==> config.mk <==
export PLATFORM = sky130hd
export DESIGN_NAME = mains_period_average_led_bargraph
export DESIGN_NICKNAME = d
export VERILOG_FILES = /design/src/rtl/mpab_pkg.sv /design/src/rtl/mpab_div.sv /design/src/rtl/mpab_dp.sv /design/src/rtl/mpab_ctrl.sv /design/src/rtl/mains_period_average_led_bargraph.sv
export SDC_FILE = /design/constraint.sdc
export NUM_CORES = 1
export LEC_CHECK = 0
export BUFFER_PORTS_ARGS = -buffer_cell sky130_fd_sc_hd__buf_2
export CORE_ASPECT_RATIO = 1.2
export CORE_MARGIN = 3
export CORE_UTILIZATION = 30
export DETAILED_ROUTE_END_ITERATION = 10
export HOLD_SLACK_MARGIN = 0.03
export SLEW_MARGIN = 40
export SYNTH_ARGS = -nofsm -noshare
export SYNTH_HDL_FRONTEND = slang
export SYNTH_SLANG_ARGS = --single-unit
==> constraint.sdc <==
create_clock -name i_clk -period 4.2 [get_ports i_clk]
set_input_delay 0.21 -clock i_clk [delete_from_list [all_inputs] [get_ports i_clk]]
set_output_delay 0.21 -clock i_clk [all_outputs]
set_load 0.02 [all_outputs]
==> src/rtl/mpab_pkg.sv <==
// shared types and constants for the mains period averaging led bargraph
// no dependencies; used by every module of the block except mpab_div
package mpab_pkg;

    localparam int LED_COUNT_DEF    = 9;
    localparam int COUNTER_BITS_DEF = 16;

    localparam int PERIODS_W = 8;
    localparam int NOMINAL_W = 16;
    localparam int STEP_W    = 16;
    localparam int AVG_W     = 16;
    localparam int IN_W      = 8;

    localparam int CFG_IDX_W  = 2;
    localparam int CFG_DATA_W = 16;

    localparam logic [CFG_IDX_W-1:0] CFG_PERIODS = 2'd0;
    localparam logic [CFG_IDX_W-1:0] CFG_NOMINAL = 2'd1;
    localparam logic [CFG_IDX_W-1:0] CFG_STEP    = 2'd2;

    localparam logic [PERIODS_W-1:0] PERIODS_RESET = 8'd50;
    localparam logic [NOMINAL_W-1:0] NOMINAL_RESET = 16'd30000;
    localparam logic [STEP_W-1:0]    STEP_RESET    = 16'd30;

    // bit positions of the input word
    localparam int IN_TICK_BIT = 0;
    localparam int IN_EDGE_BIT = 1;

    typedef struct packed {
        logic take_item;
        logic start_avg;
        logic latch_avg;
        logic calc_diff;
        logic start_idx;
        logic latch_quot;
        logic load_out;
    } t_dp_cmd;

    typedef struct packed {
        logic update_due;
        logic div_done;
        logic out_free;
    } t_dp_sts;

endpackage

==> src/rtl/mpab_div.sv <==
// shared restoring divider, one quotient bit per cycle
// depends on nothing but its parameters
module mpab_div #(
    parameter int DW = 24,
    parameter int VW = 16
) (
    input  logic          i_clk,
    input  logic          i_rst_n,
    input  logic          i_start,
    input  logic [DW-1:0] i_dividend,
    input  logic [VW-1:0] i_divisor,
    output logic          o_done,
    output logic [DW-1:0] o_quotient
);

    localparam int CW = $clog2(DW + 1);

    logic [VW-1:0] r_rem, n_rem;
    logic [DW-1:0] r_quo, n_quo;
    logic [VW-1:0] r_div;
    logic [CW-1:0] r_cnt, n_cnt;
    logic          r_busy, n_busy;
    logic          r_done, n_done;
    logic [VW:0]   shifted;
    logic [VW:0]   trial;
    logic          fits;

    always_comb begin
        shifted = {r_rem, r_quo[DW-1]};
        fits    = (shifted >= {1'b0, r_div});
        trial   = shifted - {1'b0, r_div};
        n_rem   = r_rem;
        n_quo   = r_quo;
        n_cnt   = r_cnt;
        n_busy  = r_busy;
        n_done  = 1'b0;
        if (i_start) begin
            n_rem  = '0;
            n_quo  = i_dividend;
            n_cnt  = CW'(DW);
            n_busy = 1'b1;
        end else if (r_busy) begin
            n_rem = fits ? trial[VW-1:0] : shifted[VW-1:0];
            n_quo = {r_quo[DW-2:0], fits};
            n_cnt = r_cnt - 1'b1;
            if (r_cnt == CW'(1)) begin
                n_busy = 1'b0;
                n_done = 1'b1;
            end
        end
    end

    always_ff @(posedge i_clk) begin
        if (!i_rst_n) begin
            r_busy <= 1'b0;
            r_done <= 1'b0;
            r_cnt  <= '0;
        end else begin
            r_busy <= n_busy;
            r_done <= n_done;
            r_cnt  <= n_cnt;
        end
    end

    always_ff @(posedge i_clk) begin
        r_rem <= n_rem;
        r_quo <= n_quo;
        if (i_start) begin
            r_div <= i_divisor;
        end
    end

    assign o_done     = r_done;
    assign o_quotient = r_quo;

endmodule

==> src/rtl/mpab_dp.sv <==
// datapath: period counter, running sum, config registers, divider and result register
// depends on mpab_pkg and mpab_div
module mpab_dp #(
    parameter int LED_COUNT    = mpab_pkg::LED_COUNT_DEF,
    parameter int COUNTER_BITS = mpab_pkg::COUNTER_BITS_DEF
) (
    input  logic                                i_clk,
    input  logic                                i_rst_n,
    input  mpab_pkg::t_dp_cmd                   i_cmd,
    output mpab_pkg::t_dp_sts                   o_sts,
    input  logic                                i_tick,
    input  logic                                i_edge,
    input  logic                                i_cfg_we,
    input  logic [mpab_pkg::CFG_IDX_W-1:0]      i_cfg_index,
    input  logic [mpab_pkg::CFG_DATA_W-1:0]     i_cfg_data,
    input  logic                                i_out_ready,
    output logic                                o_out_valid,
    output logic [$clog2(LED_COUNT+1)-1:0]      o_led_index,
    output logic [LED_COUNT-1:0]                o_led_pattern,
    output logic [mpab_pkg::AVG_W-1:0]          o_average_count
);
    import mpab_pkg::*;

    localparam int SUM_W  = COUNTER_BITS + 8;
    localparam int IDX_W  = SUM_W + 2;
    localparam int LIDX_W = $clog2(LED_COUNT + 1);
    localparam logic [IDX_W-1:0] CENTER = IDX_W'((LED_COUNT + 1) / 2);
    localparam logic [IDX_W-1:0] LED_MAX = IDX_W'(LED_COUNT);

    logic [PERIODS_W-1:0]    r_periods;
    logic [NOMINAL_W-1:0]    r_nominal;
    logic [STEP_W-1:0]       r_step;
    logic [COUNTER_BITS-1:0] r_counter, n_counter;
    logic [SUM_W-1:0]        r_sum, n_sum;
    logic [PERIODS_W-1:0]    r_seen, n_seen;
    logic [SUM_W-1:0]        r_avg;
    logic signed [SUM_W:0]   r_diff;
    logic [SUM_W-1:0]        r_quot;
    logic                    r_out_valid;
    logic [LIDX_W-1:0]       r_led_index;
    logic [LED_COUNT-1:0]    r_led_pattern;
    logic [AVG_W-1:0]        r_average;

    logic [SUM_W-1:0]     sum_new;
    logic [PERIODS_W-1:0] seen_new;
    logic [PERIODS_W-1:0] need;
    logic [STEP_W-1:0]    step_eff;
    logic                 update_due;
    logic [SUM_W:0]       diff_abs;
    logic                 div_start;
    logic [SUM_W-1:0]     div_dividend;
    logic [STEP_W-1:0]    div_divisor;
    logic                 div_done;
    logic [SUM_W-1:0]     div_quot;
    logic [IDX_W-1:0]     idx;
    logic                 idx_ok;

    // a zero periods or step register value acts as one
    assign need     = (r_periods == '0) ? PERIODS_W'(1) : r_periods;
    assign step_eff = (r_step == '0) ? STEP_W'(1) : r_step;

    assign sum_new    = r_sum + SUM_W'(r_counter);
    assign seen_new   = r_seen + 1'b1;
    assign update_due = i_edge && (seen_new >= need);

    // the edge is handled before the tick of the same word
    always_comb begin
        n_counter = r_counter;
        n_sum     = r_sum;
        n_seen    = r_seen;
        if (i_cmd.take_item) begin
            if (i_edge) begin
                n_counter = '0;
                n_sum     = update_due ? '0 : sum_new;
                n_seen    = update_due ? '0 : seen_new;
            end
            if (i_tick) begin
                n_counter = (i_edge ? '0 : r_counter) + 1'b1;
            end
        end
    end

    always_ff @(posedge i_clk) begin
        if (!i_rst_n) begin
            r_counter <= '0;
            r_sum     <= '0;
            r_seen    <= '0;
            r_periods <= PERIODS_RESET;
            r_nominal <= NOMINAL_RESET;
            r_step    <= STEP_RESET;
        end else begin
            r_counter <= n_counter;
            r_sum     <= n_sum;
            r_seen    <= n_seen;
            if (i_cfg_we) begin
                unique case (i_cfg_index)
                    CFG_PERIODS: r_periods <= i_cfg_data[PERIODS_W-1:0];
                    CFG_NOMINAL: r_nominal <= i_cfg_data[NOMINAL_W-1:0];
                    CFG_STEP:    r_step    <= i_cfg_data[STEP_W-1:0];
                    default: ;
                endcase
            end
        end
    end

    assign diff_abs = r_diff[SUM_W] ? (-r_diff) : r_diff;

    // one divider serves the average and the led step
    assign div_start    = i_cmd.start_avg || i_cmd.start_idx;
    assign div_dividend = i_cmd.start_avg ? sum_new : diff_abs[SUM_W-1:0];
    assign div_divisor  = i_cmd.start_avg ? STEP_W'(need) : step_eff;

    mpab_div #(
        .DW (SUM_W),
        .VW (STEP_W)
    ) u_div (
        .i_clk      (i_clk),
        .i_rst_n    (i_rst_n),
        .i_start    (div_start),
        .i_dividend (div_dividend),
        .i_divisor  (div_divisor),
        .o_done     (div_done),
        .o_quotient (div_quot)
    );

    // truncation toward zero: divide the magnitude, then restore the sign
    assign idx    = r_diff[SUM_W] ? (CENTER - {2'b00, r_quot}) : (CENTER + {2'b00, r_quot});
    assign idx_ok = !idx[IDX_W-1] && (idx != '0) && (idx <= LED_MAX);

    always_ff @(posedge i_clk) begin
        if (i_cmd.latch_avg) begin
            r_avg <= div_quot;
        end
        if (i_cmd.calc_diff) begin
            r_diff <= $signed({1'b0, r_avg}) - $signed((SUM_W + 1)'(r_nominal));
        end
        if (i_cmd.latch_quot) begin
            r_quot <= div_quot;
        end
        if (i_cmd.load_out) begin
            r_led_index   <= idx_ok ? idx[LIDX_W-1:0] : '0;
            r_led_pattern <= idx_ok ? (LED_COUNT'(1) << (idx[LIDX_W-1:0] - 1'b1)) : '0;
            r_average     <= r_avg[AVG_W-1:0];
        end
    end

    always_ff @(posedge i_clk) begin
        if (!i_rst_n) begin
            r_out_valid <= 1'b0;
        end else if (i_cmd.load_out) begin
            r_out_valid <= 1'b1;
        end else if (i_out_ready) begin
            r_out_valid <= 1'b0;
        end
    end

    assign o_sts.update_due = update_due;
    assign o_sts.div_done   = div_done;
    assign o_sts.out_free   = !r_out_valid || i_out_ready;

    assign o_out_valid     = r_out_valid;
    assign o_led_index     = r_led_index;
    assign o_led_pattern   = r_led_pattern;
    assign o_average_count = r_average;

endmodule

==> src/rtl/mpab_ctrl.sv <==
// controller: sequences one display update through the shared divider
// depends on mpab_pkg
module mpab_ctrl (
    input  logic              i_clk,
    input  logic              i_rst_n,
    input  logic              i_in_valid,
    output logic              o_in_ready,
    input  mpab_pkg::t_dp_sts i_sts,
    output mpab_pkg::t_dp_cmd o_cmd
);
    import mpab_pkg::*;

    typedef enum logic [5:0] {
        S_IDLE    = 6'b000001,
        S_DIV_AVG = 6'b000010,
        S_DIFF    = 6'b000100,
        S_START   = 6'b001000,
        S_DIV_IDX = 6'b010000,
        S_OUT     = 6'b100000
    } t_state;

    t_state r_state, n_state;
    logic   take;

    assign take       = (r_state == S_IDLE) && i_in_valid;
    assign o_in_ready = (r_state == S_IDLE);

    always_comb begin
        n_state = r_state;
        unique case (r_state)
            S_IDLE: begin
                if (take && i_sts.update_due) n_state = S_DIV_AVG;
            end
            S_DIV_AVG: begin
                if (i_sts.div_done) n_state = S_DIFF;
            end
            S_DIFF:  n_state = S_START;
            S_START: n_state = S_DIV_IDX;
            S_DIV_IDX: begin
                if (i_sts.div_done) n_state = S_OUT;
            end
            S_OUT: begin
                if (i_sts.out_free) n_state = S_IDLE;
            end
            default: n_state = S_IDLE;
        endcase
    end

    always_ff @(posedge i_clk) begin
        if (!i_rst_n) begin
            r_state <= S_IDLE;
        end else begin
            r_state <= n_state;
        end
    end

    assign o_cmd.take_item  = take;
    assign o_cmd.start_avg  = take && i_sts.update_due;
    assign o_cmd.latch_avg  = (r_state == S_DIV_AVG) && i_sts.div_done;
    assign o_cmd.calc_diff  = (r_state == S_DIFF);
    assign o_cmd.start_idx  = (r_state == S_START);
    assign o_cmd.latch_quot = (r_state == S_DIV_IDX) && i_sts.div_done;
    assign o_cmd.load_out   = (r_state == S_OUT) && i_sts.out_free;

endmodule

==> src/rtl/mains_period_average_led_bargraph.sv <==
// top level of the mains period averaging led bargraph
// depends on mpab_pkg, mpab_ctrl, mpab_dp (and mpab_div below it)
//
// usage:
//   input stream: one word per prescaled time step; bit 0 marks a timer tick,
//     bit 1 a rising mains edge (the edge is handled before the tick).
//   output stream: one word per display update: led index, one-hot (or empty) led bar
//     and the floor average period count behind it.
//   config channel: register index 0 periods per average, 1 nominal count, 2 counts
//     per led, always ready; user writes only while the block is idle, not enforced.
// timing:
//   a word that brings no update is taken, and the next one can follow at once.
//   a word that completes an average holds the input while the shared restoring
//   divider runs once for the average and once for the led step, one bit a cycle.
//   the result word is valid as the input opens again.
// reset clears counter, sum and period count, restores register defaults and
// empties the output register. a stalled receiver holds the output word; an
// update that finds it still full waits in its last step with the input closed.
module mains_period_average_led_bargraph #(
    parameter int LED_COUNT    = mpab_pkg::LED_COUNT_DEF,
    parameter int COUNTER_BITS = mpab_pkg::COUNTER_BITS_DEF
) (
    input  logic                            i_clk,
    input  logic                            i_rst_n,
    input  logic                            i_s_axis_tvalid,
    output logic                            o_s_axis_tready,
    // [0] timer_tick, [1] edge_seen, rest zero
    input  logic [mpab_pkg::IN_W-1:0]       i_s_axis_tdata,
    output logic                            o_m_axis_tvalid,
    input  logic                            i_m_axis_tready,
    // led_index, led_pattern, average_count from the lowest bit up, zero filled
    output logic [((($clog2(LED_COUNT+1) + LED_COUNT + mpab_pkg::AVG_W) + 7) / 8) * 8 - 1:0]
                                            o_m_axis_tdata,
    input  logic                            i_cfg_valid,
    output logic                            o_cfg_ready,
    input  logic [mpab_pkg::CFG_IDX_W-1:0]  i_cfg_index,
    input  logic [mpab_pkg::CFG_DATA_W-1:0] i_cfg_data
);
    import mpab_pkg::*;

    localparam int LIDX_W = $clog2(LED_COUNT + 1);
    localparam int OUT_W  = ((LIDX_W + LED_COUNT + AVG_W + 7) / 8) * 8;

    t_dp_cmd              cmd;
    t_dp_sts              sts;
    logic [LIDX_W-1:0]    led_index;
    logic [LED_COUNT-1:0] led_pattern;
    logic [AVG_W-1:0]     average_count;

    assign o_cfg_ready = 1'b1;

    mpab_ctrl u_ctrl (
        .i_clk      (i_clk),
        .i_rst_n    (i_rst_n),
        .i_in_valid (i_s_axis_tvalid),
        .o_in_ready (o_s_axis_tready),
        .i_sts      (sts),
        .o_cmd      (cmd)
    );

    mpab_dp #(
        .LED_COUNT    (LED_COUNT),
        .COUNTER_BITS (COUNTER_BITS)
    ) u_dp (
        .i_clk           (i_clk),
        .i_rst_n         (i_rst_n),
        .i_cmd           (cmd),
        .o_sts           (sts),
        .i_tick          (i_s_axis_tdata[IN_TICK_BIT]),
        .i_edge          (i_s_axis_tdata[IN_EDGE_BIT]),
        .i_cfg_we        (i_cfg_valid),
        .i_cfg_index     (i_cfg_index),
        .i_cfg_data      (i_cfg_data),
        .i_out_ready     (i_m_axis_tready),
        .o_out_valid     (o_m_axis_tvalid),
        .o_led_index     (led_index),
        .o_led_pattern   (led_pattern),
        .o_average_count (average_count)
    );

    assign o_m_axis_tdata = OUT_W'({average_count, led_pattern, led_index});

endmodule
==> results.md, run 1 <==
* Routed length per placed instance at ~16 um
* Buf/Inv on CP at 2
* Root Buffer: clkbuf_16
* Clock skew at approximately 0.014 ns
* CP arrival at 3.82 ns
* Chip Width at 207 um
* Vias per inst at 5.07
* GPL Wtd Cong at 0.874
* Hold Path Class: in -> reg
* CP max stage delay at 0.40 ns
* Mean Syn Cell Area at about 9.4 sq um
* Layout area overhead at 13.7%
* Antenna diodes at 0
* Worst Hold Margin at between 0.1 and 0.15 ns
* Port Buffers at 55
* Rows at 87
* Maximum VDD drop at between 0.3 and 0.4 mV
* Drt initial violations at 637
* Total Routing Usage GR at between 10 and 15%
* Post-synth top area cell: edfxtp_1
* Reg2reg end: u_dp.u_div.o_quotient[20]$_DFFE_PP_
* Layout cell share with drive strength beyond 1 at a little under a tenth
* # IOs at 66
* Top-count cell post-synth: nand2_1
* Actual slew at the worst max-slew pin at 0.699 ns
* RR Startpoint: u_dp.r_seen[0]$_SDFFE_PN0P_
* Setup TNS at 0 ns
* Clk sinks at 260
* Main synth FF type: edfxtp_1
* Netlist Area Pre-Place at 0.0145 sq mm
* Global-route wire length before repair at just under 60000 um
* Initial Util at 30.6%
* Worst setup SP type: register
* CP Max Fanout at 27
* R2R depth at 14
* CP cell instances: ha_1, nand3_1, xnor2_1, ha_1, a21o_1, a21o_1, a211oi_1, o21a_1, nor3_2, nor2_1, buf_4, inv_2, o22ai_1, a21oi_1
* Period minus WS final at 3.54 ns
* Drt pass-1 iters at 5
* Grt ovf at 0
* Fmax at 282 MHz
* Area contributors post-synth: edfxtp_1 (29%), dfxtp_1 (16%), ha_1 (5.8%)
* RSZ-0062 raised after global routing: no
* WHS Endpoint: u_dp.r_nominal[5]$_SDFFE_PN1P_
* DP Worst Slack at 0.623 ns
* Min-delay src: i_rst_n
* Post-CTS setup buffers at 0
* Latest clock arrival within the worst-skew pair at approximately 0.54 ns
* CP Class: reg -> reg
* Yosys cell types at 82
* EDFF count, synth at 142
* Max-cap violation count at 0
* Synth top area share at 29.4%
* Vias at 11300
* Slowest-stage cell, CP: dfxtp_1
* Post-DP HPWL at 27300 um
* Seq/Total Area, Yosys at between 40% and 50%
* Final wirelength at around 37000 um
* Nets at 1688
* Syn Inst Count at 1536
* Min-Delay Path Depth at 2
* CP top delay family: compound AO/OA/AOI/OAI gates
* Ys Warns at 0
* Leak pwr at approximately 6 nW
* Final Cycle Share at a little over four fifths
* Antenna Nets Post-Route at 0
* Pwr Density at approximately 340 mW/mm^2
* Core area at approximately 0.047 sq mm
* Final WS setup at 0.658 ns
* Setup Viol. Count Final at 0
* CTS Buffer Depth at 3
* CTS Buf Count at 26
* Synth Register Bits at 260
* Critical Path Stages at 14
* DRC Markers at 0
* Initial antenna violation count at 1
* Final hold viol count at 0
* Largest net degree at the start of global routing at 50
* Critical Path Sink Type: register
* Total die area at 0.0510 sq mm
* Status: finished clean
* Die H at about 250 um
* CTS tree: built
* Clock slew seen by the registers of the worst setup and hold paths at 0.07 ns
* Vias in the first global route at 11100
* Asr flop ratio synth at 0%
* H-Tree Depth at 1
* Final core utilization at 34.8%
* Required time of the critical path at ~4.5 ns
* Pins over their slew limit at 0
* Max-slew headroom at 52.8%
* Most common library cells after synthesis: nand2_1 (166), edfxtp_1 (142), dfxtp_1 (118)
* Flop2flop setup slack at 0.66 ns
logic make-up (layout without fill, tap and decap cells):
kind of cell	Yosys count	in the layout	share of synthesized area, %
simple gates	538	538	18.9
compound gates	394	394	17.7
flops	260	260	45.7
buf+inv	157	226	4.31
xor+xnor	103	103	6.23
fa+ha+maj	70	70	6.20
mux	12	12	0.829
other cells	2	4	0.0518
what timing repair did:
item	CTS	global route
hold buffers	18	0
endpoints found under the hold margin	43	0
resized for setup	0	0
sequential cells by signal, indices dropped and copies added, names as in the netlist, 24 cells and up:
| register | count |
|---|---|
| u_dp.r_diff | 25 |
| u_dp.r_avg | 24 |
| u_dp.r_quot | 24 |
| u_dp.r_sum | 24 |
| u_dp.u_div.o_quotient | 24 |
metal layers:
metal	track usage (%)	routed length (um)	vias to the layer above
met5	0	7	-
met4	4.99	1150	2
met2	26.0	18700	208
li1	-	-	5677
met3	1.62	1340	60
met1	17.1	15600	5370
power breakdown:
group / total, mW / leakage, nW / switching [mW] / internal (mW)
combinational: 0.545 / 3.47 / 0.311 / 0.234
sequential: 2.75 / 2.27 / 0.0392 / 2.71
clock: 2.32 / 0.401 / 1.02 / 1.30
total: 5.61 / 6.14 / 1.37 / 4.25
placed cells by master (no fill, tap or decap), types with 12 or more instances in the layout:
cell type / synthesis / routed
nand2_1: 166 / 166
edfxtp_1: 142 / 142
dfxtp_1: 118 / 118
o21ai_0: 91 / 91
nor2_1: 87 / 87
a21oi_1: 85 / 84
inv_1: 79 / 79
ha_1: 67 / 67
xnor2_1: 62 / 62
nand3_1: 61 / 61
buf_2: 2 / 54
a21boi_0: 45 / 45
xor2_1: 41 / 41
nor2b_1: 31 / 30
and3_1: 29 / 29
nor3_1: 29 / 28
clkbuf_16: 0 / 27
o211ai_1: 26 / 26
buf_4: 4 / 25
nor4_1: 19 / 19
and2_1: 20 / 19
dlygate4sd3_1: 0 / 18
nand2b_1: 16 / 16
a21o_1: 16 / 16
o31ai_1: 15 / 15
or3_1: 16 / 15
nand4_1: 13 / 13
o21ai_1: 13 / 13
a211oi_1: 12 / 12
a31oi_1: 12 / 12
mux2i_1: 12 / 12
worst register-to-register path: cells and delay by family, from the launching register on:
family          cells  cell delay, ns
simple gates        3            0.37
xor+xnor            1            0.18
compound gates      6            1.09
flops               1            0.40
fa+ha+maj           2            0.57
buf+inv             2            0.68
how the worst max path moves through the flow:
stage	startpoint	endpoint	slack (ns)
after global placement	u_dp.r_seen[0]$_SDFFE_PN0P_	u_dp.u_div.o_quotient[16]$_DFFE_PP_	0.62
final	u_dp.r_seen[0]$_SDFFE_PN0P_	u_dp.u_div.o_quotient[20]$_DFFE_PP_	0.66
after floorplan	u_dp.r_seen[0]$_SDFFE_PN0P_	u_dp.u_div.o_quotient[0]$_DFFE_PP_	0.67
after global routing	u_dp.r_diff[24]$_DFFE_PN_	u_dp.o_led_pattern[3]$_SDFFCE_PP0P_	0.28
after CTS	u_dp.r_seen[0]$_SDFFE_PN0P_	u_dp.u_div.o_quotient[20]$_DFFE_PP_	0.61
after detailed placement	u_dp.r_seen[0]$_SDFFE_PN0P_	u_dp.u_div.o_quotient[20]$_DFFE_PP_	0.62
layout make-up:
cell class	count	area (sq um)
clock buffers	30	687
clock inverters	18	155
fillers	4769	30900
inverters	80	300
multi-input cells	1121	7270
flip-flops and latches	260	6630
well taps	623	779
repair buffers	98	653
through the flow:
| stage | power (mW) | cells | instance area [sq um] |
|---|---|---|---|
| 2_1_floorplan | 3.21 | 1538 | 14500 |
| 3_3_place_gp | 3.33 | 2163 | 15400 |
| 3_5_place_dp | 3.34 | 2164 | 15400 |
| 4_1_cts | 5.69 | 2230 | 16500 |
| 5_1_grt | 5.86 | 2230 | 16500 |
| 6_report | 5.61 | 2230 | 16500 |
Power figures use the tool's default switching activity.
==> inputs of run 2 (changes only) <==
clock period = 3.5 ns   (was 4.2 ns; I/O delays follow)
==> run 2 against run 1 <==
Wire length increased by 2.0%. Combinational power increased by 21%. Critical endpoint is now u_dp.o_led_pattern[5]$_SDFFCE_PP0P_. Global-route usage increased by 0.21 points. Sequential share of layout area decreased by 0.91 points.
==> results.md, run 2 (synthesis gave the netlist of run 1 again) <==
* Most common cell after layout, fill and taps aside: nand2_1 (unchanged)
* Dpl cell area at 0.0155 sq mm (was 0.0154 sq mm)
* CTS tree: built (unchanged)
* Worst Hold Margin at 0.0824 ns (was 0.124 ns)
* Clock skew at 0.0269 ns (was 0.0144 ns)
* CP arrival at 3.69 ns (was 3.82 ns)
* Routed length per placed instance at 16.6 um (was 16.5 um)
* CTS Buf Count at 28 (was 26)
* CP Class: reg -> reg (unchanged)
* Layout area overhead at 16.3% (was 13.7%)
* Leak pwr at 6.36 nW (was 6.14 nW)
* Hold Path Class: in -> reg (unchanged)
* CP Max Fanout at 13 (was 27)
* Maximum VDD drop at 0.399 mV (was 0.304 mV)
* Post-DP HPWL at 27900 um (was 27300 um)
* Port Buffers at 55 (unchanged)
* Clock slew seen by the registers of the worst setup and hold paths at 0.06 ns (was 0.07 ns)
* Clk sinks at 260 (unchanged)
* Vias per inst at 5.12 (was 5.07)
* Flop2flop setup slack at 0.19 ns (was 0.66 ns)
* Rows at 87 (unchanged)
* Final Cycle Share at 94.7% (was 84.3%)
* Final wirelength at 37500 um (was 36800 um)
* Core area at 0.0474 sq mm (unchanged)
* FF+latch area at 0.00663 sq mm (unchanged)
* Total Routing Usage GR at 14.4% (was 14.2%)
* DRC Markers at 0 (unchanged)
* Max-cap violation count at 0 (unchanged)
* Vias at 11500 (was 11300)
* Drt initial violations at 606 (was 637)
* Critical Path Sink Type: register (unchanged)
* Total die area at 0.0510 sq mm (unchanged)
* Vias in the first global route at 11200 (was 11100)
* Placed insts at 2176 (was 2164)
* CTS Buffer Depth at 3 (unchanged)
* Pwr Density at 426 mW/mm^2 (was 341 mW/mm^2)
* Fin area at 0.0169 sq mm (was 0.0165 sq mm)
* Latest clock arrival within the worst-skew pair at 0.57 ns (was 0.54 ns)
* Antenna Nets Post-Route at 0 (unchanged)
* Global-route wire length before repair at 58900 um (was 58600 um)
* H-Tree Depth at 1 (unchanged)
* Multi-input logic area at 0.00732 sq mm (was 0.00727 sq mm)
* Status: finished clean (unchanged)
* RSZ-0062 raised after global routing: yes (was no)
* Largest net degree at the start of global routing at 61 (was 50)
* Required time of the critical path at 3.87 ns (was 4.48 ns)
* DP Worst Slack at -0.0176 ns (was 0.623 ns)
* Grt ovf at 0 (unchanged)
* Setup TNS at 0 ns (unchanged)
* Final Power at 7.18 mW (was 5.61 mW)
* RR Startpoint: u_dp.r_quot[1]$_DFFE_PP_ (was u_dp.r_seen[0]$_SDFFE_PN0P_)
* Most frequent cells in the layout: nand2_1 (165), edfxtp_1 (142), dfxtp_1 (118) (was nand2_1 (166), edfxtp_1 (142), dfxtp_1 (118))
* Period minus WS final at 3.31 ns (was 3.54 ns)
* Min-delay src: i_s_axis_tvalid (was i_rst_n)
* Initial antenna violation count at 2 (was 1)
* GPL Wtd Cong at 0.854 (was 0.874)
* Nets at 1709 (was 1688)
* Worst setup SP type: register (unchanged)
* Layout cell share with drive strength beyond 1 at 11.0% (was 9.27%)
* Actual slew at the worst max-slew pin at 0.745 ns (was 0.699 ns)
* Die H at 247 um (unchanged)
* Final core utilization at 35.6% (was 34.8%)
* Setup Viol. Count Final at 0 (unchanged)
* Biggest register: u_dp.r_diff (unchanged)
* Chip Width at 207 um (unchanged)
* Final WS setup at 0.186 ns (was 0.658 ns)
* Max reg flops at 25 (unchanged)
* Non-filler cells, final at 2254 (was 2230)
* Setup crit start: u_dp.r_quot[1]$_DFFE_PP_ (was u_dp.r_seen[0]$_SDFFE_PN0P_)
* Final hold viol count at 0 (unchanged)
* Fmax at 302 MHz (was 282 MHz)
* Pins over their slew limit at 0 (unchanged)
* # IOs at 66 (unchanged)
* Initial Util at 30.6% (unchanged)
* FILL cells at 4772 (was 4769)
* Max-slew headroom at 49.9% (was 52.8%)
* Root Buffer: clkbuf_16 (unchanged)
* Drt pass-1 iters at 5 (unchanged)
run 2: changes by cell type in the layout (fill, tap and decap cells not counted), sizes merged:
cell / before / now
bufinv: 2 / 4
clkinvlp: 6 / 3
clkbuf: 30 / 38
diode: 0 / 1
buf: 80 / 99
clkinv: 9 / 6
run 2: repair_timing:
item,in CTS,in global routing
cloned,0,0
gates resized for setup,1,11
endpoints found under the setup margin,3,12
pin swaps,0,0
buffers inserted,0,7
hold endpoints to repair,43,0
hold buffers,18,0
run 2: layout make-up:
cell class	count	area share, %
well taps	623	4.63
repair buffers	117	4.77
clock inverters	14	1.11
flip-flops and latches	260	39.3
diodes	1	0.0148
inverters	80	1.80
multi-input cells	1121	43.4
clock buffers	38	4.93
run 2: routing by layer:
layer	global-route usage, %	vias to the layer above	wire length, um	share of wire [%]
met5	0	-	13	0.035
met4	6.63	2	1620	4.3
met3	1.70	67	1560	4.2
met2	26.0	245	18800	50
met1	17.0	5490	15500	41
li1	-	5730	-	-
run 2: worst max-delay path: stages, from the launching register on:
cell	delay, ns
edfxtp_1	0.51
ha_1	0.33
o2111ai_4	0.18
or3_4	0.46
o21ai_1	0.14
and3_1	0.18
o311ai_1	0.09
or4_4	0.53
nor4_4	0.27
buf_4	0.20
nor4b_1	0.24
run 2: report_power, final:
part / internal [mW] / switching, mW
combinational: 0.282 / 0.380
sequential: 3.26 / 0.0462
clock: 1.96 / 1.26
total: 5.50 / 1.68
run 2: path summary, 6_finish.rpt:
check	endpoint	depth (start not counted)
setup / recovery	u_dp.o_led_pattern[5]$_SDFFCE_PP0P_	10
hold / removal	u_dp.r_counter[2]$_SDFFE_PN0P_	4
setup reg to reg	u_dp.o_led_pattern[5]$_SDFFCE_PP0P_	10
hold reg to reg	u_dp.o_average_count[0]$_DFFE_PP_	0
